## src/conv3x3_mirror_offset_clamp_top_defines.svh

```systemverilog
// assertion macros shared by the filter modules
`ifndef CONV3X3_MIRROR_OFFSET_CLAMP_TOP_DEFINES_SVH
`define CONV3X3_MIRROR_OFFSET_CLAMP_TOP_DEFINES_SVH

// condition holds at every edge out of reset
`define CMOC_CHECK(label, cond, msg) \
	label: assert property (@(posedge clk) disable iff (!arst_n) (cond)) \
		else $error(msg);

// consequent holds in the same cycle
`define CMOC_IMPL(label, ante, cons, msg) \
	label: assert property (@(posedge clk) disable iff (!arst_n) (ante) |-> (cons)) \
		else $error(msg);

// consequent holds in the next cycle
`define CMOC_NEXT(label, ante, cons, msg) \
	label: assert property (@(posedge clk) disable iff (!arst_n) (ante) |=> (cons)) \
		else $error(msg);

`endif

```

## src/cmoc_pkg.sv

```systemverilog
// types, constants and helpers of the 3x3 convolution filter
package cmoc_pkg;

	localparam int KERNEL_SIZE   = 3;
	localparam int TAPS          = KERNEL_SIZE * KERNEL_SIZE;
	localparam int SLOTS         = 3;
	localparam int SLOT_W        = 2;
	localparam int BANKS         = 4;
	localparam int BANK_W        = 2;
	localparam int PIX_W         = 8;
	localparam int COEF_W        = 16;
	localparam int ACC_W         = 28;
	localparam int ROW_W         = 16;
	localparam int RAW_WIDTH_W   = 11;
	localparam int KROW_W        = 48;
	localparam int CFG_INDEX_W   = 3;
	localparam int MAX_WIDTH_DEF = 1024;
	localparam int FIFO_DEPTH    = 16;
	localparam int MIN_DIM       = 2;
	localparam int WIDTH_RESET   = 512;
	localparam int HEIGHT_RESET  = 512;
	localparam int ROUND_OFFSET  = 128 * 256;
	localparam int PIX_MAX       = 255;

	localparam logic [KROW_W-1:0] KTOP_RESET = 48'h0000_0000_FF00;
	localparam logic [KROW_W-1:0] KMID_RESET = 48'h0000_0000_0000;
	localparam logic [KROW_W-1:0] KBOT_RESET = 48'h0100_0000_0000;

	typedef enum logic {
		OP_PIXEL = 1'b0,
		OP_FLUSH = 1'b1
	} op_e;

	typedef enum logic [CFG_INDEX_W-1:0] {
		REG_WIDTH  = 3'd0,
		REG_HEIGHT = 3'd1,
		REG_KTOP   = 3'd2,
		REG_KMID   = 3'd3,
		REG_KBOT   = 3'd4
	} cfg_reg_e;

	typedef struct packed {
		op_e              op;
		logic [PIX_W-1:0] pixel_in;
	} feed_t;

	typedef struct packed {
		logic [PIX_W-1:0] pixel_out;
		logic             frame_last;
	} result_t;

	typedef struct packed {
		logic en;
		logic [COEF_W-1:0] coef;
	} coef_load_t;

	// word moving down the multiply-accumulate chain
	typedef struct packed {
		logic                         valid;
		logic                         last;
		logic [TAPS-1:0][PIX_W-1:0]   pix;
		logic signed [ACC_W-1:0]      acc;
	} cell_bus_t;

	function automatic cfg_reg_e row_reg(input int ky);
		cfg_reg_e r;
		case (ky)
			0: r = REG_KTOP;
			1: r = REG_KMID;
			default: r = REG_KBOT;
		endcase
		return r;
	endfunction

	function automatic logic [COEF_W-1:0] coef_reset(input int k);
		logic [KROW_W-1:0] row;
		case (k / KERNEL_SIZE)
			0: row = KTOP_RESET;
			1: row = KMID_RESET;
			default: row = KBOT_RESET;
		endcase
		return row[COEF_W*(k % KERNEL_SIZE) +: COEF_W];
	endfunction

endpackage

```

## src/cmoc_cell.sv

```systemverilog
// one tap of the kernel: holds its coefficient, adds its product to the passing sum
module cmoc_cell #(
	parameter int TAP = 0,
	parameter logic [cmoc_pkg::COEF_W-1:0] COEF_RESET = '0
) (
	input  logic                   clk,
	input  logic                   arst_n,
	input  cmoc_pkg::coef_load_t   load,
	input  cmoc_pkg::cell_bus_t    bus_in,
	output cmoc_pkg::cell_bus_t    bus_out
);
	import cmoc_pkg::*;

	localparam int PROD_W = COEF_W + PIX_W + 1;

	logic [COEF_W-1:0]        coef_q;
	logic signed [PROD_W-1:0] prod;
	logic                     valid_s1;
	cell_bus_t                data_s1;

	always_ff @(posedge clk or negedge arst_n) begin
		if (!arst_n) begin
			coef_q <= COEF_RESET;
		end else if (load.en) begin
			coef_q <= load.coef;
		end
	end

	// pixel is unsigned, so give it a zero sign bit
	assign prod = $signed(coef_q) * $signed({1'b0, bus_in.pix[TAP]});

	always_ff @(posedge clk or negedge arst_n) begin
		if (!arst_n) begin
			valid_s1 <= 1'b0;
		end else begin
			valid_s1 <= bus_in.valid;
		end
	end

	always_ff @(posedge clk) begin
		data_s1.valid <= bus_in.valid;
		data_s1.last  <= bus_in.last;
		data_s1.pix   <= bus_in.pix;
		data_s1.acc   <= bus_in.acc + ACC_W'(prod);
	end

	always_comb begin
		bus_out       = data_s1;
		bus_out.valid = valid_s1;
	end

endmodule

```

## config.mk

```make
export PLATFORM = sky130hd
export DESIGN_NAME = cmoc_cell
export DESIGN_NICKNAME = d
export VERILOG_FILES = /design/src/conv3x3_mirror_offset_clamp_top_defines.svh /design/src/cmoc_pkg.sv /design/src/cmoc_cell.sv
export SDC_FILE = /design/constraint.sdc
export NUM_CORES = 1
export LEC_CHECK = 0
export BUFFER_PORTS_ARGS = -buffer_cell sky130_fd_sc_hd__buf_2
export CORE_MARGIN = 3
export CORE_UTILIZATION = 54
export DETAILED_ROUTE_END_ITERATION = 10
export PLACE_DENSITY_LB_ADDON = 0.05
export SLEW_MARGIN = 20
export SYNTH_ARGS = -nofsm -noshare
export SYNTH_HDL_FRONTEND = slang
export SYNTH_SLANG_ARGS = --single-unit
```

## constraint.sdc

```tcl
create_clock -name clk -period 6.8 [get_ports clk]
set_clock_uncertainty 0.15 [all_clocks]
set_input_delay 0.68 -clock clk [delete_from_list [all_inputs] [get_ports clk]]
set_output_delay 0.68 -clock clk [all_outputs]
set_load 0.02 [all_outputs]
```

* Yosys cells after proc, flatten, opt, wreduce, memory -nomap -nowiden *
Cells that the tools add are included.

operators by class
  add/subtract/negate cells = 1
  multiply operators = 1

operators with widths
  operator          number
  $add A28 B25 Y28  1
  $mul A16 B9 Y25   1

storage, ports and cells
  register bits after elaboration = 118
  output and inout bits = 102
  word-level logic and storage cells = 15

* Depth between registers and ports, before layout *
  depth in word-level cells = 2
  mapped depth = 21
  depth with buffers taken out = 19

* Worst setup path after synthesis *
Ideal clock, no wire load.

  kind = input -> register
  from = input port bus_in[28] in the netlist's numbering
  to = register data_s1, in the netlist bus_out[25]
  arrival = 5092 ps
  data required time = 6527 ps
  setup slack = 1435 ps
  cell stages on the path = 18
  cell sequence = clkbuf_1 nand2_1 fa_1 inv_1 fa_1 fa_1 fa_1 inv_1 fa_1 inv_1 ha_1 a21o_4 nand3_1 nand2_1 or3_1 o21ai_2 o211ai_2 xor2_1

on the way
  cells in the longest elaborated chain, start to end = 2

ends and longest elaborated chain
  what                RTL line         source
  start: declaration  cmoc_cell.sv:9   input cmoc_pkg::cell_bus_t bus_in,
  $mul A16 B9 Y25     cmoc_cell.sv:30  assign prod = $signed(coef_q) * $signed({1'b0, bus_in.pix[TAP]});
  $add A28 B25 Y28    cmoc_cell.sv:44  data_s1.acc <= bus_in.acc + ACC_W'(prod);
  end: declaration    cmoc_cell.sv:19  cell_bus_t data_s1;

No other way between the ends.
A chain may end at the register's enable or synchronous reset.

* Worst setup path after layout *
  from = input port bus_in[28] in the netlist's numbering
  to = register data_s1, in the netlist bus_out[27]

The elaborated chain is that of the path after synthesis.

==> flow_summary.ini <==
[outcome]
status = finished clean

[logic_synthesis]
synthCells = 811
ys_types = 54
synthArstFlopShare_pct = 14.4
ys_seq_elements = 118
synthFlopType = dfxtp_1
yosysWarnings = 0
postSynthNetCount = 1121
ys_seq_area_share_pct = 28.9
avgSynthCellArea_um2 = 10.4
synth_edf_count = 0
netlist_area_um2 = 8470

[setup_path]
cp-start-kind = input port
timing.rr.start = coef_q[15]
end_kind = flop
required_ns = 6.99
max_stage_delay_ns = 0.71
crit_cells = 16
worstSetupPathType = input port to flop
path_max_fanout = 17
r2r_end = bus_out[27]
rrSetupSlack_ns = 1.41
crit_family = adder cells
path_cells = buf_2 > nand2_1 > fa_1 > fa_1 > fa_1 > inv_1 > fa_1 > inv_1 > fa_1 > inv_1 > ha_1 > a21o_1 > a31oi_1 > nor4b_2 > o31ai_1 > a2bb2oi_1
crit_path_top_delay_cell = fa_1
worst-path-buf-inv = 4
cp_common_cell = fa_1
arrival_ns = 5.59
r2r_cells = 15

[sta]
maxSlewViolCount = 0
period_needed_ns = 5.40
whs_ns = 0.0385
hold_viol_final = 0
min_period_over_period_pct = 79.4
worst_slew_pin_slew_ns = 0.533
rsz0062_at_grt = no
finalSetupTns_ns = 0
fmax_mhz = 185
finalSetupViolCount = 0
slew_headroom_pct = 64.1

[global_routing]
antenna_found_initial = 0
grt_start_max_net_pins = 18
grt_first_pass_wirelength_mm = 29.1
grt-ovfl-total = 0
track_usage_pct = 20.8
grt_pass1_vias = 6372

[layout]
n_antenna_cell = 0
drive_gt1_share_pct = 27.9
instances_no_fill = 1257
syn_to_final_growth_pct = 22.3
fin_nets = 1344

[place]
placedCellCount = 1226
port_buffers = 222
dpl.hpwl_mm = 14.2
routabilityCongestion = 0.871

[routing]
via_per_inst = 4.80
drc = 0
drt_wl_total_mm = 16.9
dr.pass1.iters = 5
initialDrtViolationCount = 192
num_vias = 6035
ant_nets = 0
wire_per_inst_um = 13.4

[clock_network]
ctsHoldBuffers = 0
cts_buffers = 17
clock_latency_ns = 0.41
cts_sinks = 118
cts-root-buf = clkbuf_16
post_cts_buffers = 0
h-tree-depth = 4
cts_tree = built
cts_resized = 0
clk_pin_slew_ns = 0.06
clk_path_buf_depth = 2

[floorplan]
die_area_um2 = 17200
die_w_um = 131
start_util_pct = 55.5
io-pin-count = 223
placement_rows = 45
core_um2 = 15300
dieHeight_um = 131

[hold_path]
hold_path.class = input port to asynchronous set/reset pin

[flow_run]
max_cap_viol_count = 0
-- through the flow --
step | utilization (%) | cell area (µm²) | worst slack, ns
finish | 67.9 | 10400 | 1.40
global route | 67.9 | 10400 | 1.08
CTS | 67.9 | 10400 | 1.38
detailed placement | 63.9 | 9760 | 1.00
global placement | 63.9 | 9760 | 1.11
floorplan | - | 8470 | 1.44
-- kinds of logic after synthesis --
kind of cell	Yosys count	synth area share, %
buffers and inverters	201	9.10
adders and majority gates	189	39.3
and+or+nand+nor	187	11.4
DFF	118	28.9
AOI/OAI and AO/OA	77	6.81
xor gates and xnor gates	23	2.38
muxes	16	2.13
-- registers in the layout, summed over array words and instances, names as in the netlist --
name / count
bus_out: 101
valid_s1: 1
coef_q: 16
-- placed cells by master, fill, tap and decap left out, types with 4 or more instances in the layout --
cell type	instances
clkinv_4	5
a21oi_2	4
nand4_1	6
o21bai_1	4
ha_1	61
o21ai_1	5
nor3_1	4
nor2_1	12
clkbuf_16	17
fa_1	128
and2_1	75
inv_1	183
nand3_1	6
dfxtp_1	101
a21oi_1	21
dfrtp_1	17
xnor2_1	14
buf_2	222
mux2_2	16
xor2_1	9
nand2_1	73
o21ai_0	9
a21o_1	5
-- Yosys cell counts, drive strengths merged, types with 9 or more instances --
library cell | count | area share (%)
clkbuf | 12 | 0.53
fa | 128 | 30
nor2 | 13 | 0.61
xnor2 | 14 | 1.4
o21ai | 18 | 1.3
and2 | 75 | 5.5
ha | 61 | 9.0
dfrtp | 17 | 5.0
nand2 | 74 | 3.3
inv | 183 | 8.1
dfxtp | 101 | 24
xor2 | 9 | 0.93
mux2 | 16 | 2.1
a21oi | 26 | 1.8
-- worst max path at each step --
stage | from | to | slack, ns
6_report | bus_in[28] | bus_out[27] | 1.40
3_5_place_dp | bus_in[28] | bus_out[27] | 1.00
3_3_place_gp | bus_in[28] | bus_out[27] | 1.11
2_1_floorplan | bus_in[28] | bus_out[25] | 1.44
4_1_cts | coef_q[15] | bus_out[27] | 1.38
5_1_grt | coef_q[15] | bus_out[27] | 1.08
-- routing by layer --
layer  up-vias  GRT usage (%)  part of all wire (%)
met5         -              0                     0
met2       151           38.9                    56
met3        24           4.59                   4.7
met4         0           6.24                   1.8
met1      2949           23.6                    37
li1       2911              -                     -
-- cell type report --
class / instances / area (µm²)
repair buffers: 222 / 1110
fillers: 1281 / 4900
inverters: 183 / 687
multi-input cells: 492 / 5250
clock buffers: 17 / 425
flip-flops and latches: 118 / 2450
well taps: 211 / 264
clock inverters: 14 / 175
Power is not shown: default switching activity piles up to over one toggle a cycle in this logic, so the estimate is an artifact.
