===== config.mk =====
export PLATFORM = sky130hd
export DESIGN_NAME = cmoc_fifo
export DESIGN_NICKNAME = d
export VERILOG_FILES = /design/src/cmoc_pkg.sv /design/src/cmoc_fifo.sv
export VERILOG_INCLUDE_DIRS = /design/src /design/src/src
export SDC_FILE = /design/constraint.sdc
export NUM_CORES = 1
export LEC_CHECK = 0
export ABC_AREA = 1
export BUFFER_PORTS_ARGS = -buffer_cell sky130_fd_sc_hd__buf_2
export CAP_MARGIN = 30
export CORE_MARGIN = 4
export CORE_UTILIZATION = 35
export CTS_CLUSTER_DIAMETER = 80
export CTS_CLUSTER_SIZE = 8
export DETAILED_ROUTE_END_ITERATION = 10
export SETUP_SLACK_MARGIN = 0.5
export SLEW_MARGIN = 25
export SYNTH_ARGS = -nofsm -noshare
export SYNTH_HDL_FRONTEND = slang
export SYNTH_SLANG_ARGS = --single-unit

===== constraint.sdc =====
create_clock -name clk -period 7.3 [get_ports clk]
set_clock_uncertainty 0.15 [all_clocks]
set_input_delay 1.46 -clock clk [delete_from_list [all_inputs] [get_ports clk]]
set_output_delay 1.46 -clock clk [all_outputs]
set_load 0.03 [all_outputs]

===== src/conv3x3_mirror_offset_clamp_top_defines.svh =====
// assertion macros shared by the filter modules
`ifndef CONV3X3_MIRROR_OFFSET_CLAMP_TOP_DEFINES_SVH
`define CONV3X3_MIRROR_OFFSET_CLAMP_TOP_DEFINES_SVH

// condition holds at every edge out of reset
`define CMOC_CHECK(label, cond, msg) \
	label: assert property (@(posedge clk) disable iff (!arst_n) (cond)) \
		else $error(msg);

// consequent holds in the same cycle
`define CMOC_IMPL(label, ante, cons, msg) \
	label: assert property (@(posedge clk) disable iff (!arst_n) (ante) |-> (cons)) \
		else $error(msg);

// consequent holds in the next cycle
`define CMOC_NEXT(label, ante, cons, msg) \
	label: assert property (@(posedge clk) disable iff (!arst_n) (ante) |=> (cons)) \
		else $error(msg);

`endif


===== src/cmoc_pkg.sv =====
// types, constants and helpers of the 3x3 convolution filter
package cmoc_pkg;

	localparam int KERNEL_SIZE   = 3;
	localparam int TAPS          = KERNEL_SIZE * KERNEL_SIZE;
	localparam int SLOTS         = 3;
	localparam int SLOT_W        = 2;
	localparam int BANKS         = 4;
	localparam int BANK_W        = 2;
	localparam int PIX_W         = 8;
	localparam int COEF_W        = 16;
	localparam int ACC_W         = 28;
	localparam int ROW_W         = 16;
	localparam int RAW_WIDTH_W   = 11;
	localparam int KROW_W        = 48;
	localparam int CFG_INDEX_W   = 3;
	localparam int MAX_WIDTH_DEF = 1024;
	localparam int FIFO_DEPTH    = 16;
	localparam int MIN_DIM       = 2;
	localparam int WIDTH_RESET   = 512;
	localparam int HEIGHT_RESET  = 512;
	localparam int ROUND_OFFSET  = 128 * 256;
	localparam int PIX_MAX       = 255;

	localparam logic [KROW_W-1:0] KTOP_RESET = 48'h0000_0000_FF00;
	localparam logic [KROW_W-1:0] KMID_RESET = 48'h0000_0000_0000;
	localparam logic [KROW_W-1:0] KBOT_RESET = 48'h0100_0000_0000;

	typedef enum logic {
		OP_PIXEL = 1'b0,
		OP_FLUSH = 1'b1
	} op_e;

	typedef enum logic [CFG_INDEX_W-1:0] {
		REG_WIDTH  = 3'd0,
		REG_HEIGHT = 3'd1,
		REG_KTOP   = 3'd2,
		REG_KMID   = 3'd3,
		REG_KBOT   = 3'd4
	} cfg_reg_e;

	typedef struct packed {
		op_e              op;
		logic [PIX_W-1:0] pixel_in;
	} feed_t;

	typedef struct packed {
		logic [PIX_W-1:0] pixel_out;
		logic             frame_last;
	} result_t;

	typedef struct packed {
		logic en;
		logic [COEF_W-1:0] coef;
	} coef_load_t;

	// word moving down the multiply-accumulate chain
	typedef struct packed {
		logic                         valid;
		logic                         last;
		logic [TAPS-1:0][PIX_W-1:0]   pix;
		logic signed [ACC_W-1:0]      acc;
	} cell_bus_t;

	function automatic cfg_reg_e row_reg(input int ky);
		cfg_reg_e r;
		case (ky)
			0: r = REG_KTOP;
			1: r = REG_KMID;
			default: r = REG_KBOT;
		endcase
		return r;
	endfunction

	function automatic logic [COEF_W-1:0] coef_reset(input int k);
		logic [KROW_W-1:0] row;
		case (k / KERNEL_SIZE)
			0: row = KTOP_RESET;
			1: row = KMID_RESET;
			default: row = KBOT_RESET;
		endcase
		return row[COEF_W*(k % KERNEL_SIZE) +: COEF_W];
	endfunction

endpackage


===== src/cmoc_fifo.sv =====
// result queue with credit count covering words still in the pipeline
`include "conv3x3_mirror_offset_clamp_top_defines.svh"
module cmoc_fifo #(
	parameter int DEPTH = cmoc_pkg::FIFO_DEPTH
) (
	input  logic              clk,
	input  logic              arst_n,
	input  logic              reserve,
	input  logic              push,
	input  cmoc_pkg::result_t push_word,
	output logic              valid,
	input  logic              stall,
	output cmoc_pkg::result_t word,
	output logic              full
);
	import cmoc_pkg::*;

	localparam int PW = (DEPTH > 1) ? $clog2(DEPTH) : 1;
	localparam int CW = $clog2(DEPTH + 1);

	result_t         q_mem [DEPTH];
	logic [PW-1:0]   wr_q;
	logic [PW-1:0]   rd_q;
	logic [CW-1:0]   cnt_q;
	logic [CW-1:0]   occ_q;
	logic            pop;

	assign pop   = valid & ~stall;
	assign valid = (cnt_q != '0);
	assign word  = q_mem[rd_q];
	assign full  = (occ_q == CW'(DEPTH));

	always_ff @(posedge clk) begin
		if (push) begin
			q_mem[wr_q] <= push_word;
		end
	end

	always_ff @(posedge clk or negedge arst_n) begin
		if (!arst_n) begin
			wr_q  <= '0;
			rd_q  <= '0;
			cnt_q <= '0;
			occ_q <= '0;
		end else begin
			if (push) begin
				wr_q <= (wr_q == PW'(DEPTH - 1)) ? '0 : wr_q + PW'(1);
			end
			if (pop) begin
				rd_q <= (rd_q == PW'(DEPTH - 1)) ? '0 : rd_q + PW'(1);
			end
			cnt_q <= cnt_q + CW'(push) - CW'(pop);
			// occupancy counts from acceptance, so the queue can never overflow
			occ_q <= occ_q + CW'(reserve) - CW'(pop);
		end
	end

	`CMOC_IMPL(a_push_room, push, cnt_q != CW'(DEPTH), "result pushed into a full queue")
	`CMOC_CHECK(a_credit_cover, occ_q >= cnt_q, "credit count below queue fill")
	`CMOC_IMPL(a_no_overbook, full, !reserve, "result reserved with no credit left")

endmodule

# Word-level counts from Yosys, hierarchy flattened
# Memory sizes are Yosys's and may differ from the RTL's.
# Index checks and enable logic that the tools add are counted.
# totals
register_bits	18
ram_bits	144
rom_bits	0
elab_cells	21
out_inout_bits	11
n_memories	1
input_bits	14
latch_bits	0
# op_classes
n_eq_ne	3
div	0
muxes	4
magnitude_cmp	0
addsub	6
shift	0
n_bitwise	2
reduce_logical	1
multipliers	0
# mem_list
memory	words	width	rd	rd_clocked_by_memory_dff	write_ports	line	rtl
q_mem	16	9	1	0	1	cmoc_fifo.sv:21	result_t q_mem [DEPTH];
# ops
op	count
adder 5 x 1 -> 5 bit	2
subtractor 5 x 1 -> 5 bit	2
adder 4 x 1 -> 4 bit (second input constant)	2
== test 4 bit (second input constant)	2
2-to-1 mux 4 bit	2
== test 5 bit (second input constant)	1
nonzero test 5 bit	1
2-to-1 mux 1 bit	2
AND 1 bit	1
inverter 1 bit	1

# Depth between registers and ports, before layout
# depth
ltp_word	3
ltp_mapped	13

# Worst setup path after synthesis
# OpenSTA, ideal clock, no wires.
# synth_timing
kind	input to register
startpoint	in stall
endpoint	reg cnt_q[4]
path_slack_ns	3.998
path_stages	11
setup_time_ns	0.128
n_path_buf	0
t_arrival_ns	3.024
path_cell_list	inv_1 -> nand2_1 -> clkinv_1 -> ha_1 -> inv_1 -> ha_1 -> inv_1 -> fa_1 -> o21ai_0 -> a21oi_1 -> xor2_1
# synth_between
elab_chain_cells	3
# synth_rtl
item	line	rtl
from (decl)	cmoc_fifo.sv:12	input logic stall,
inverter 1 bit	cmoc_fifo.sv:28	assign pop = valid & ~stall;
AND 1 bit	cmoc_fifo.sv:28	
named net pop	cmoc_fifo.sv:26	logic pop;
subtractor 5 x 1 -> 5 bit	cmoc_fifo.sv:52	cnt_q <= cnt_q + CW'(push) - CW'(pop);
to (signal assigned)	cmoc_fifo.sv:52	
to (decl)	cmoc_fifo.sv:24	logic [CW-1:0] cnt_q;
# The timed path passes the listed nets, and every way through them passes these cells.
# A chain may end at the register's enable or synchronous reset.

==> results.yml <==
timing:
  slew_violations: 0
  worst_slew_pin_slew_ns: 0.902
  final.min_clock_period_ns: 4.13
  fin_crit_sh: 0.565
  setup_tns_ns: 0
  hold_viol_final: 0
  setup_viol: 0
  timing.slew.headroom: 0.396
  rsz0062_at_grt: "false"
  fmax_mhz: 242
min_path:
  holdPathEnd: "wr_q[3]"
  hold_start: "wr_q[3]"
  hp-class: "register to register"
  min_path_cells: 2
layout:
  mostFrequentLayoutCells: "235 x nand2_1, 163 x inv_1, 144 x edfxtp_1, 97 x nand3_1, 24 x buf_2"
  layout.cells.non_filler: 1071
  nets: 816
  fill_cells: 2072
  diodes: 0
  syn2layout_area_growth_pct: 13.3
  post-route-cell-area_mm2: 0.00842
  layout_commonest_cell: "nand2_1"
  drive_gt1_frac: 0.0917
  regArea_mm2: 0.00478
  multiInputGateArea_mm2: 0.00187
placement:
  place_inst: 1035
  io_buffers: 24
  dp_hpwl_mm: 9.93
  placed_cell_area_mm2: 0.00781
  gp_congestion: 0.751
worst_setup_path:
  rr_startpoint: "cnt_q[2]"
  startpoint_type: "register"
  timing.rr.end: "cnt_q[4]"
  cpPeakStageDelay_ns: 0.55
  crit_slowest_cell: "buf_4"
  worstSetupEndpointType: "output port"
  ff2ff_setup_slack_ns: 4.51
  critPathKind: "register to output port"
  critical_path.top_delay_family: "buffers and inverters"
  r2r_cells: 13
  cp_num_buf_inv: 3
  critPathRequiredTime_ns: 5.69
  cp_cell_sequence: "inv_2 -> buf_4 -> nand2_1 -> nand2_1 -> nand2_1 -> nand3_1 -> nand3_1 -> nand2_1 -> buf_2"
  path_max_fanout: 49
  cp.arrival_ns: 2.52
  crit_top_cell: "nand2_1"
logic_synthesis:
  ys_ff_latch: 162
  synthCells: 752
  synth_top_area_share: 0.582
  synthMuxAreaShare: 0
  ys_seq_area_frac: 0.643
  synthSimpleGateAreaFrac: 0.195
  ys_warn_count: 0
  yosysUniqueCellTypes: 20
  synth-xor-area-share: 0.0130
  synth_top_family_by_area: "simple AND/OR/NAND/NOR gates"
  synth_compound_area_frac: 0.00910
  syn_nets: 785
  netlist_area_mm2: 0.00743
  synth_fa_ha_area_frac: 0.0340
  yosys.area.top_type: "edfxtp_1"
  avgSynthCellArea_um2: 9.88
  synth_area_leaders: "edfxtp_1 58%, nand2_1 12%, inv_1 8.2%, nand3_1 6.5%, dfrtp_1 6.1%"
routing:
  dr.pass1.iters: 5
  via_per_inst: 4.49
  detail-route-antenna-nets: 0
  vias: 4810
  avgRoutedWirePerCell_um: 15.3
  drtIter0Drc: 259
  routed_wl_mm: 16.3
  route.detailed.drc: 0
grt:
  grt_pass1_wl_mm: 25.7
  grt_max_degree: 75
  grt_overflow: 0
  antenna_found_initial: 0
  grt_use_total: 0.142
  grt_pass1_vias: 4699
clock_network:
  clock_sink_count: 162
  hold_buffers: 0
  cts_tree: "done"
  clockBufferDepth: 2
  cts_root_buf: "clkbuf_16"
  cts_made_buffers: 17
  clk_pin_slew_ns: 0.06
  clk_latency_ns: 0.43
  post_cts_resized: 0
  cts_setup_buffers: 0
  cts_max_level: 4
run_status:
  status: "finished, final reports clean"
floorplan:
  die_area_mm2: 0.0236
  initial_utilization: 0.354
  fp-row-count: 53
  pin_count: 25
  die_h_um: 154
  die_w_um: 154
  core_mm2: 0.0210
power:
  power_mw: 3.27
  vdd_drop_max_uv: 228
  powerDensity_mw_per_mm2: 388
  p_leak_nw: 3.81
run:
  maxCapViolCount: 0
-- per-stage QoR --
| stage | util | worst slack [ns] | hold WS, ns |
|---|---|---|---|
| after detailed placement | 0.373 | 3.62 | 0.387 |
| final | 0.402 | 3.17 | 0.400 |
| after CTS | 0.400 | 3.14 | 0.403 |
| after global routing | 0.402 | 2.99 | 0.449 |
| after global placement | 0.370 | 3.60 | 0.386 |
| after floorplan | - | 4.00 | 0.349 |
-- power by group --
part           leakage [nW]  internal [mW]  total (mW)  switching [mW]
clock                 0.271          0.505       0.868           0.362
sequential             1.51           1.15        1.22          0.0690
combinational          2.03          0.356        1.18           0.826
total                  3.81           2.01        3.27            1.26
-- synth_stat cells (all sizes together) --
library cell and instances:
ha 17, buf 22, a21oi 5, o21bai 1
dfrtp 18, fa 2, o21ai 7, nand3 97
inv 165, nor2 20, xor2 7, nand2 235
edfxtp 144, clkinv 3, xnor2 4, clkbuf 4
nor3 1
-- final cells by class --
class	instances	area share
repair buffers	38	0.0268
well taps	275	0.0409
clock inverters	12	0.0158
inverters	168	0.0749
clock buffers	20	0.0519
multi-input cells	396	0.222
flip-flops and latches	162	0.567
-- how the worst max path moves through the flow --
stage | startpoint | end | slack, ns | depth (start not counted)
5_1_grt | rd_q[0] | word[0] | 2.99 | 9
3_5_place_dp | rd_q[0] | word[5] | 3.62 | 9
6_report | rd_q[0] | word[5] | 3.17 | 9
2_1_floorplan | stall | cnt_q[4] | 4.00 | 11
4_1_cts | rd_q[0] | word[5] | 3.14 | 9
3_3_place_gp | rd_q[0] | word[5] | 3.60 | 9
-- sequential cells by signal, indices dropped and copies added (netlist names) --
| signal | flops |
|---|---|
| cnt_q | 5 |
| occ_q | 5 |
| q_mem | 144 |
| rd_q | 4 |
| wr_q | 4 |
-- kinds of logic after synthesis --
logic type / Yosys count
adders and majority gates: 19
AOI/OAI and AO/OA: 13
xor gates and xnor gates: 11
DFF: 162
buffers and inverters: 194
and+or+nand+nor: 353
-- routing by layer --
layer	global-route usage	wire (µm)	up-vias	part of all wire
li1	-	-	2420	-
met1	0.190	7530	2257	0.46
met2	0.231	7700	119	0.47
met3	0.0332	924	14	0.057
met4	0.0412	190	0	0.012
met5	0	0	-	0
-- worst reg2reg max path, stage by stage (launching register included) --
cell and delay [ns]:
dfrtp_1 0.39, inv_1 0.09, ha_1 0.15, nand3_1 0.09, nand2_1 0.07, clkinv_1 0.25
ha_1 0.37, inv_1 0.05, ha_1 0.15, inv_1 0.06, fa_1 0.40, o21ai_0 0.19
a21oi_1 0.10, xor2_1 0.15
No activity file was read; power rests on OpenSTA's default activity.
