[config.mk]
export PLATFORM = sky130hd
export DESIGN_NAME = cmoc_ram
export DESIGN_NICKNAME = d
export VERILOG_FILES = /design/src/conv3x3_mirror_offset_clamp_top_defines.svh /design/src/cmoc_ram.sv
export SDC_FILE = /design/constraint.sdc
export NUM_CORES = 1
export LEC_CHECK = 0
export ABC_CLOCK_PERIOD_IN_PS = 4750
export BUFFER_PORTS_ARGS = -buffer_cell sky130_fd_sc_hd__buf_4
export CAP_MARGIN = 40
export CORE_UTILIZATION = 45
export DETAILED_ROUTE_END_ITERATION = 7
export PLACE_DENSITY = 0.67
export REMOVE_ABC_BUFFERS = 1
export SYNTH_ARGS = -nofsm -noshare
export SYNTH_HDL_FRONTEND = slang
export SYNTH_SLANG_ARGS = --single-unit
[constraint.sdc]
create_clock -name clk -period 4.75 [get_ports clk]
set_input_delay 0.2375 -clock clk [delete_from_list [all_inputs] [get_ports clk]]
set_output_delay 0.2375 -clock clk [all_outputs]
set_load 0.005 [all_outputs]
[src/conv3x3_mirror_offset_clamp_top_defines.svh]
// assertion macros shared by the filter modules
`ifndef CONV3X3_MIRROR_OFFSET_CLAMP_TOP_DEFINES_SVH
`define CONV3X3_MIRROR_OFFSET_CLAMP_TOP_DEFINES_SVH

// condition holds at every edge out of reset
`define CMOC_CHECK(label, cond, msg) \
	label: assert property (@(posedge clk) disable iff (!arst_n) (cond)) \
		else $error(msg);

// consequent holds in the same cycle
`define CMOC_IMPL(label, ante, cons, msg) \
	label: assert property (@(posedge clk) disable iff (!arst_n) (ante) |-> (cons)) \
		else $error(msg);

// consequent holds in the next cycle
`define CMOC_NEXT(label, ante, cons, msg) \
	label: assert property (@(posedge clk) disable iff (!arst_n) (ante) |=> (cons)) \
		else $error(msg);

`endif

[src/cmoc_ram.sv]
// generic single write port ram with registered read, new data on collision
module cmoc_ram #(
	parameter int WIDTH = 8,
	parameter int DEPTH = 16,
	localparam int AW = (DEPTH > 1) ? $clog2(DEPTH) : 1
) (
	input  logic             clk,
	input  logic             we,
	input  logic [AW-1:0]    waddr,
	input  logic [WIDTH-1:0] wdata,
	input  logic [AW-1:0]    raddr,
	output logic [WIDTH-1:0] rdata
);

	logic [WIDTH-1:0] mem [DEPTH];

	always_ff @(posedge clk) begin
		if (we) begin
			mem[waddr] <= wdata;
		end
		rdata <= (we && waddr == raddr) ? wdata : mem[raddr];
	end

endmodule

# After elaboration in Yosys (flattened, before gate mapping)

Memories as Yosys holds them, arrays and structs flattened. A register that Yosys moved wholly into a read port is not among the register bits.
Cells that the tools add are included.

Muxes and demuxes: 2

Operators by type and width:

| cell             | number |
|---|---|
| 2-to-1 mux 1 bit | 2 |

Bits in writable memories: 128
Bits of input ports: 18
Register bits after elaboration: 0
Memories: 1

Memories:

| memory | depth | width | read ports | clocked after memory_dff | write ports | RTL line       | source |
|---|---|---|---|---|---|---|---|
| mem    | 16    | 8     | 1          | 1                        | 1           | cmoc_ram.sv:15 | `logic [WIDTH-1:0] mem [DEPTH];` |

# Longest topological paths before layout

Gate-level depths: netlist (run 1).

Depth in word-level cells: 2
Gate-level depth with buffers: 5

# Worst setup path after synthesis (run 1)

Ideal clock, no wire load.

Kind: in2reg
Start point: input port waddr[2]
End point: memory mem[0][0] (enable)
Buffers on the path: 0
Arrival: 1,347 ps
Library setup time: 383 ps
Data required time: 4,367 ps
Slack: 3,020 ps
Stages: 2
Cells stage by stage: or3b_2 -> nor3_1

RTL lines:

| what            | RTL line       | source |
|---|---|---|
| start, declared | cmoc_ram.sv:9  | `input logic [AW-1:0] waddr,` |
| end, declared   | cmoc_ram.sv:15 |  |

No word-level cell before the write port.

==> results of run 1 <==
-- final cells by class --
cell class	instances	area, um^2	area share (%)
Clock inverter	13	158	2.59
Multi-Input combinational cell	83	1060	17.4
Timing Repair Buffer	44	353	5.79
Clock buffer	19	422	6.92
Tap cell	140	175	2.87
Sequential cell	132	3930	64.4
-- how the worst max path moves through the flow --
stage          startpoint       end
3_5_place_dp         flop  rdata[3]
3_3_place_gp         flop  rdata[0]
4_1_cts              flop  rdata[1]
5_1_grt              flop  rdata[1]
2_1_floorplan        flop  rdata[0]
6_report             flop  rdata[1]
-- logic make-up (layout without fill, tap and decap cells) --
family	after synthesis	after routing	share of synthesized area, %
buffers and inverters	10	76	1.70
flip-flops	132	132	77.4
AND/OR/NAND/NOR	35	35	3.23
multiplexers	32	32	15.3
AO/OA/AOI/OAI	16	16	2.37
-- synthesized netlist by cell type (all sizes together) --
master / n
nand3b: 2
nor3: 4
mux4: 32
edfxtp: 128
nand3: 1
dfxtp: 4
buf: 7
a22oi: 16
clkdlybuf4s25: 3
and2: 1
and2b: 1
nand2b: 2
nor2: 13
nand2: 9
or3b: 1
nor2b: 1
-- metrics by stage --
step / power (mW) / cells / cell area [um^2]
floorplan: 1.39 / 215 / 4980
global placement: 1.45 / 384 / 5380
detailed placement: 1.46 / 395 / 5480
CTS: 2.72 / 431 / 6090
global route: 2.78 / 431 / 6090
finish: 2.70 / 431 / 6090
-- power by group through the flow --
stage	Clock (mW)	Sequential [mW]	Combinational, mW
5_1_grt	1.33	1.31	0.138
2_1_floorplan	0	1.34	0.0555
3_3_place_gp	0	1.34	0.116
6_report	1.26	1.31	0.128
3_5_place_dp	0	1.34	0.127
4_1_cts	1.28	1.31	0.130
-- metal layers --
metal / vias up / share of wire (%) / global-route usage [%]
met3: 4 / 4.4 / 5.91
met5: - / 0 / 0
li1: 1076 / - / -
met2: 80 / 50 / 29.8
met4: 0 / 0.70 / 5.87
met1: 1271 / 45 / 24.2
-- critical path, delay by kind of cell (launching register included) --
family                 cells  cell delay (ps)
flip-flops                 1              700
multiplexers               1              570
buffers and inverters      2              390
AO/OA/AOI/OAI              1              260
AND/OR/NAND/NOR            1               80
==> flow_metrics.env, run 1 <==
export IMPL_outcome="complete, no violations"
export IMPL_cts_num_sinks=132
export IMPL_yosys_top_cells_area="edfxtp_1 (76%), mux4_2 (8.0%), mux4_1 (7.3%)"
export IMPL_finalHoldViolCount=0
export IMPL_cp_end_kind="output pin"
export IMPL_routed_via_density=5.64
export IMPL_intPower_mw=2.16
export IMPL_p_leak_nw=2.05
export IMPL_crit_fanout=17
export IMPL_final_util_pct=56.0
export IMPL_h_tree_depth=4
export IMPL_ir_drop_uv=231
export IMPL_min_path_cells=1
export IMPL_power_density_nw_per_um2=442
export IMPL_dp_hpwl_um=6070
export IMPL_ys_ff_latch=132
export IMPL_gp_congestion=0.723
export IMPL_io_buffers=25
export IMPL_hold_path_class="input port to flop"
export IMPL_die_x_um=108
export IMPL_grt_pass1_vias=2469
export IMPL_tns_ps=0
export IMPL_fillers=813
export IMPL_layout_common_cells="edfxtp_1 (128), buf_4 (39), mux4_2 (18), a22oi_1 (16), clkbuf_16 (16)"
export IMPL_regMostFlops="mem"
export IMPL_min_from="wdata[3]"
export IMPL_die_h_um=108
export IMPL_diodes=0
export IMPL_power_frac_clock_pct=46.6
export IMPL_max_stage_delay_ps=700
export IMPL_cpMaxStageDelayCell="dfxtp_2"
export IMPL_grt_overflow_total=0
export IMPL_row_count=38
export IMPL_start_kind="flop"
export IMPL_layout_commonest_cell="edfxtp_1"
export IMPL_clockBufferDepth=2
export IMPL_wl_per_cell_um=22.6
export IMPL_setup_viol=0
export IMPL_cp_cell_sequence="buf_12 > mux4_1 > a22oi_1 > nand2_1 > buf_4"
export IMPL_maxSlewViolCount=0
export IMPL_timing_hold_ws_ps=47.8
export IMPL_vias=2431
export IMPL_syn_inst=225
export IMPL_fin_crit_ps=2760
export IMPL_cts_made_buffers=17
export IMPL_clock_root_buffer="clkbuf_8"
export IMPL_fin_ws_ps=1990
export IMPL_syn2layout_area_growth_pct=20.3
export IMPL_drt_iter0_markers=156
export IMPL_p_sw_share_pct=19.9
export IMPL_crit_type="flop to output pin"
export IMPL_cp_data_arrival_time_ps=2520
export IMPL_ctsResizeCount=0
export IMPL_hold_end="mem[12][3]"
export IMPL_avgSynthCellArea_um2=22.5
export IMPL_switchingPower_uw=536
export IMPL_worst_pin_slew_ps=848
export IMPL_path_clk_slew_ps=60
export IMPL_grt_antenna_before_repair=0
export IMPL_netlist_area_um2=5070
export IMPL_grt_pass1_wl_um=14600
export IMPL_yosysUniqueCellTypes=19
export IMPL_yosysSeqAreaShare_pct=77.4
export IMPL_netlist_top_cell_by_area="edfxtp_1"
export IMPL_dieArea_um2=11700
export IMPL_drt_pre_antenna_iters=4
export IMPL_core_area_um2=10900
export IMPL_power_frac_comb_pct=4.7
export IMPL_finalCritPeriodShare_pct=58.1
export IMPL_synth_top_area_share_pct=75.9
export IMPL_reg_top3="mem x128"
export IMPL_fmax_mhz=362
export IMPL_drcViolationCount=0
export IMPL_ys_warn_count=0
export IMPL_num_io_pins=26
export IMPL_required_ps=4510
export IMPL_antenna_left=0
export IMPL_cts_tree="yes"
export IMPL_cap_violations=0
export IMPL_drive_gt1_share_pct=30.6
export IMPL_grt_max_degree=33
export IMPL_start_util_pct=46.5
export IMPL_final_nets=296
export IMPL_dp_slack_ps=2470
export IMPL_largest_reg_flops=128
export IMPL_grt_use_total_pct=18.6
export IMPL_max_slew_margin_pct=43.2
export IMPL_grt_setup_unrepaired="false"
export IMPL_post_cts_buffers=0
export IMPL_holdBufCountCts=4
export IMPL_wl_um=9730
export IMPL_seqPwrFrac_pct=48.7
No activity file was read; power rests on OpenSTA's default activity.
==> inputs of run 2 (changes only) <==
--- a/config.mk
+++ b/config.mk
@@ -5,7 +5,7 @@
 export SDC_FILE = /design/constraint.sdc
 export NUM_CORES = 1
 export LEC_CHECK = 0
-export ABC_CLOCK_PERIOD_IN_PS = 4750
+export ABC_CLOCK_PERIOD_IN_PS = 2700
 export BUFFER_PORTS_ARGS = -buffer_cell sky130_fd_sc_hd__buf_4
 export CAP_MARGIN = 40
 export CORE_UTILIZATION = 45
==> constraint.sdc (replaced) <==
create_clock -name clk -period 2.7 [get_ports clk]
set_input_delay 0.135 -clock clk [delete_from_list [all_inputs] [get_ports clk]]
set_output_delay 0.135 -clock clk [all_outputs]
set_load 0.005 [all_outputs]
==> run 2 against run 1 <==
  * Setup slack got worse by 1700 ps
  * Total power rose by 70%
  * Highest routed layer unchanged
  * Non-clock buffer count rose by 13
==> flow_metrics.env, run 2 (synthesized netlist as in run 1, its figures left out) <==
export IMPL_outcome="complete, no violations"
export IMPL_regMostFlops="mem"
export IMPL_diodes=0
export IMPL_io_buffers=25
export IMPL_max_slew_margin_pct=50.2
export IMPL_required_ps=2570
export IMPL_worst_pin_slew_ps=744
export IMPL_cp_data_arrival_time_ps=2260
export IMPL_dieArea_um2=11700
export IMPL_grt_pass1_vias=2465
export IMPL_num_io_pins=26
export IMPL_grt_pass1_wl_um=14800
export IMPL_power_density_nw_per_um2=743
export IMPL_dp_slack_ps=637
export IMPL_drt_pre_antenna_iters=4
export IMPL_cts_made_buffers=17
export IMPL_path_clk_slew_ps=60
export IMPL_cp_end_kind="output pin"
export IMPL_tns_ps=0
export IMPL_hold_path_class="input port to flop"
export IMPL_largest_reg_flops=128
export IMPL_grt_antenna_before_repair=0
export IMPL_start_kind="flop"
export IMPL_drt_iter0_markers=193
export IMPL_drive_gt1_share_pct=29.6
export IMPL_finalCritPeriodShare_pct=88.8
export IMPL_setup_viol=0
export IMPL_switchingPower_uw=882
export IMPL_final_nets=309
export IMPL_die_h_um=108
export IMPL_power_frac_clock_pct=44.4
export IMPL_grt_use_total_pct=19.1
export IMPL_routed_via_density=5.51
export IMPL_finalHoldViolCount=0
export IMPL_syn2layout_area_growth_pct=21.6
export IMPL_intPower_mw=3.69
export IMPL_cap_violations=0
export IMPL_wl_per_cell_um=22.3
export IMPL_fin_ws_ps=302
export IMPL_seqPwrFrac_pct=50.4
export IMPL_layout_commonest_cell="edfxtp_1"
export IMPL_post_cts_buffers=0
export IMPL_p_leak_nw=2.11
export IMPL_grt_max_degree=33
export IMPL_cts_num_sinks=132
export IMPL_clockBufferDepth=2
export IMPL_layout_common_cells="edfxtp_1 (128), buf_4 (44), mux4_2 (18), a22oi_1 (16), clkbuf_16 (16)"
export IMPL_grt_overflow_total=0
export IMPL_die_x_um=108
export IMPL_crit_type="flop to output pin"
export IMPL_drcViolationCount=0
export IMPL_dp_hpwl_um=6130
export IMPL_clock_root_buffer="clkbuf_8"
export IMPL_vias=2447
export IMPL_fmax_mhz=417
export IMPL_maxSlewViolCount=0
export IMPL_row_count=38
export IMPL_start_util_pct=46.5
export IMPL_reg_top3="mem x128"
export IMPL_h_tree_depth=4
export IMPL_grt_setup_unrepaired="false"
export IMPL_fin_crit_ps=2400
export IMPL_power_frac_comb_pct=5.2
export IMPL_core_area_um2=10900
export IMPL_crit_fanout=14
export IMPL_ir_drop_uv=350
export IMPL_antenna_left=0
export IMPL_gp_congestion=0.701
export IMPL_wl_um=9920
export IMPL_p_sw_share_pct=19.3
export IMPL_cts_tree="yes"
## run 2: per-stage QoR
step           hold slack, ps  power (mW)  util, %  cell area [um^2]  std cells
2_1_floorplan             163        2.45        -              4980        215
3_3_place_gp              240        2.57     50.4              5490        398
3_5_place_dp              240        2.57     50.6              5510        400
4_1_cts                   124        4.62     56.6              6160        444
5_1_grt                   132        4.72     56.6              6160        444
6_report                  145        4.58     56.6              6160        444
## run 2: path summary, 6_finish.rpt
path | cells after the start | to | start | slack (ps)
worst max-delay path | 5 | rdata[1] | flop | 300
worst min-delay path | 3 | mem[0][1] | waddr[0] | 150
## run 2: what timing repair did
item,CTS,global route
endpoints found under the setup margin,0,1
resized for setup,0,1
hold buffers,12,0
hold endpoints to repair,132,0
## run 2: area by class of cell
cell class	count	area, um^2
flip-flops and latches	132	3930
multi-input cells	83	1060
fillers	812	4730
clock inverters	6	53.8
well taps	140	175
repair buffers	57	470
clock buffers	26	478
## run 2: metal layers
layer | vias to the layer above | wire, um | GRT usage, %
met5 | - | 0 | 0
met4 | 0 | 141 | 7.53
met3 | 12 | 585 | 5.61
met2 | 82 | 5070 | 31.5
met1 | 1255 | 4120 | 23.6
li1 | 1098 | - | -
## run 2: power by group through the flow
| stage | combinational, mW | clock, mW | sequential, mW |
|---|---|---|---|
| final | 0.236 | 2.03 | 2.31 |
| after global routing | 0.256 | 2.16 | 2.31 |
| after CTS | 0.240 | 2.07 | 2.31 |
| after detailed placement | 0.226 | 0 | 2.35 |
| after global placement | 0.220 | 0 | 2.35 |
| after floorplan | 0.0976 | 0 | 2.35 |
## run 2: worst max-delay path, cell delays in order (launching register included)
cell,delay [ps]
dfxtp_4,510
buf_12,200
mux4_1,560
a22oi_1,240
nand2_1,90
buf_4,140
==> inputs of run 3 (changes only) <==
--- a/config.mk
+++ b/config.mk
@@ -8,9 +8,11 @@
 export ABC_CLOCK_PERIOD_IN_PS = 2700
 export BUFFER_PORTS_ARGS = -buffer_cell sky130_fd_sc_hd__buf_4
 export CAP_MARGIN = 40
+export CELL_PAD_IN_SITES_DETAIL_PLACEMENT = 1
+export CELL_PAD_IN_SITES_GLOBAL_PLACEMENT = 1
 export CORE_UTILIZATION = 45
 export DETAILED_ROUTE_END_ITERATION = 7
-export PLACE_DENSITY = 0.67
+export PLACE_DENSITY = 0.73
 export REMOVE_ABC_BUFFERS = 1
 export SYNTH_ARGS = -nofsm -noshare
 export SYNTH_HDL_FRONTEND = slang
==> run 3 against run 2 <==
  * Worst hold slack worse by 120 ps
  * Largest cell class unchanged
  * Combinational power grew 4%
  * Setup slack got worse by 83 ps
  * Via count increased by 3.5%
==> flow_metrics.env, run 3 (synthesized netlist as in run 1, its figures left out) <==
export IMPL_start_util_pct=46.5
export IMPL_die_x_um=108
export IMPL_max_stage_delay_ps=610
export IMPL_power_density_nw_per_um2=832
export IMPL_min_path_cells=2
export IMPL_dp_hpwl_um=6800
export IMPL_cts_num_sinks=132
export IMPL_drt_pre_antenna_iters=4
export IMPL_cp_end_kind="output pin"
export IMPL_reg_top3="mem x128"
export IMPL_start_kind="flop"
export IMPL_final_area_um2=6300
export IMPL_cap_violations=0
export IMPL_clock_root_buffer="clkbuf_8"
export IMPL_grt_antenna_before_repair=0
export IMPL_fillers=916
export IMPL_ir_drop_uv=508
export IMPL_crit_type="flop to output pin"
export IMPL_gp_congestion=0.719
export IMPL_grt_max_degree=33
export IMPL_wl_um=11600
export IMPL_cts_tree="yes"
export IMPL_ff_latch_area_um2=3930
export IMPL_grt_pass1_wl_um=17200
export IMPL_largest_reg_flops=128
export IMPL_cp_data_arrival_time_ps=2350
export IMPL_max_slew_margin_pct=42.3
export IMPL_cpMaxStageDelayCell="mux4_1"
export IMPL_grt_setup_unrepaired="false"
export IMPL_post_cts_buffers=0
export IMPL_layout_common_cells="edfxtp_1 (128), buf_4 (41), mux4_2 (18), a22oi_1 (16), clkbuf_16 (16)"
export IMPL_setup_viol=0
export IMPL_placed_cell_area_um2=5480
export IMPL_h_tree_depth=4
export IMPL_finalHoldViolCount=0
export IMPL_grt_use_total_pct=22.1
export IMPL_worst_path_buf_inv=2
export IMPL_antenna_left=0
export IMPL_fin_crit_ps=2480
export IMPL_worst_pin_slew_ps=863
export IMPL_vias=2532
export IMPL_hold_end="mem[4][4]"
export IMPL_num_io_pins=26
export IMPL_outcome="complete, no violations"
export IMPL_crit_fanout=24
export IMPL_syn2layout_area_growth_pct=24.4
export IMPL_maxSlewViolCount=0
export IMPL_grt_overflow_total=0
export IMPL_hold_path_class="input port to flop"
export IMPL_tns_ps=0
export IMPL_required_ps=2570
export IMPL_diodes=0
export IMPL_grt_pass1_vias=2783
export IMPL_multi_input_area_um2=1060
export IMPL_wl_per_cell_um=26.4
export IMPL_drt_iter0_markers=187
export IMPL_dieArea_um2=11700
export IMPL_row_count=38
export IMPL_regMostFlops="mem"
export IMPL_die_h_um=108
export IMPL_fmax_mhz=403
export IMPL_p_total_mw=5.25
export IMPL_drcViolationCount=0
export IMPL_core_area_um2=10900
export IMPL_io_buffers=25
export IMPL_clockBufferDepth=2
export IMPL_path_clk_slew_ps=60
export IMPL_final_util_pct=57.9
export IMPL_critPathTopFamily="multiplexers"
export IMPL_routed_via_density=5.74
export IMPL_final_nets=306
export IMPL_layout_commonest_cell="edfxtp_1"
export IMPL_finalCritPeriodShare_pct=91.9
export IMPL_min_from="waddr[0]"
export IMPL_p_leak_nw=2.16
export IMPL_cts_made_buffers=17
export IMPL_cp_cell_sequence="buf_12 > mux4_1 > a22oi_1 > nand2_1 > buf_4"
export IMPL_drive_gt1_share_pct=30.9
-- run 3: routing by layer --
metal  global-route usage, %  part of all wire (%)
met1                    27.8                    41
met2                    35.9                    52
met3                    6.63                   4.7
met4                    9.00                   2.1
met5                       0                     0
-- run 3: what timing repair did --
item,in CTS,in global routing
hold buffers,12,0
endpoints found under the hold margin,132,0
endpoints found under the setup margin,0,1
resized for setup,0,1
-- run 3: worst max path at each step --
stage	from	to	slack [ps]	cells past startpoint
floorplan	flop	rdata[0]	330	3
global placement	flop	rdata[2]	690	5
detailed placement	flop	rdata[5]	660	5
CTS	flop	rdata[3]	60	5
global route	flop	rdata[3]	60	5
finish	flop	rdata[3]	220	5
-- run 3: area by class of cell --
class	count	share of cell area (%)
Clock buffer	20	7.06
Sequential cell	132	62.3
Clock inverter	12	3.99
Timing Repair Buffer	54	7.10
Multi-Input combinational cell	83	16.8
Tap cell	140	2.78
-- run 3: through the flow --
| stage | setup WS (ps) | instances | hold WS, ps |
|---|---|---|---|
| 5_1_grt | 64.8 | 441 | 15.5 |
| 2_1_floorplan | 330 | 215 | 163 |
| 3_5_place_dp | 661 | 396 | 241 |
| 6_report | 218 | 441 | 29.0 |
| 3_3_place_gp | 689 | 396 | 241 |
| 4_1_cts | 61.7 | 440 | 6.74 |
-- run 3: report_power, final --
part | internal [mW] | switching [mW] | total, mW
Clock | 1.83 | 0.860 | 2.69
Combinational | 0.118 | 0.128 | 0.246
Sequential | 2.29 | 0.0165 | 2.31
Total | 4.24 | 1.00 | 5.25
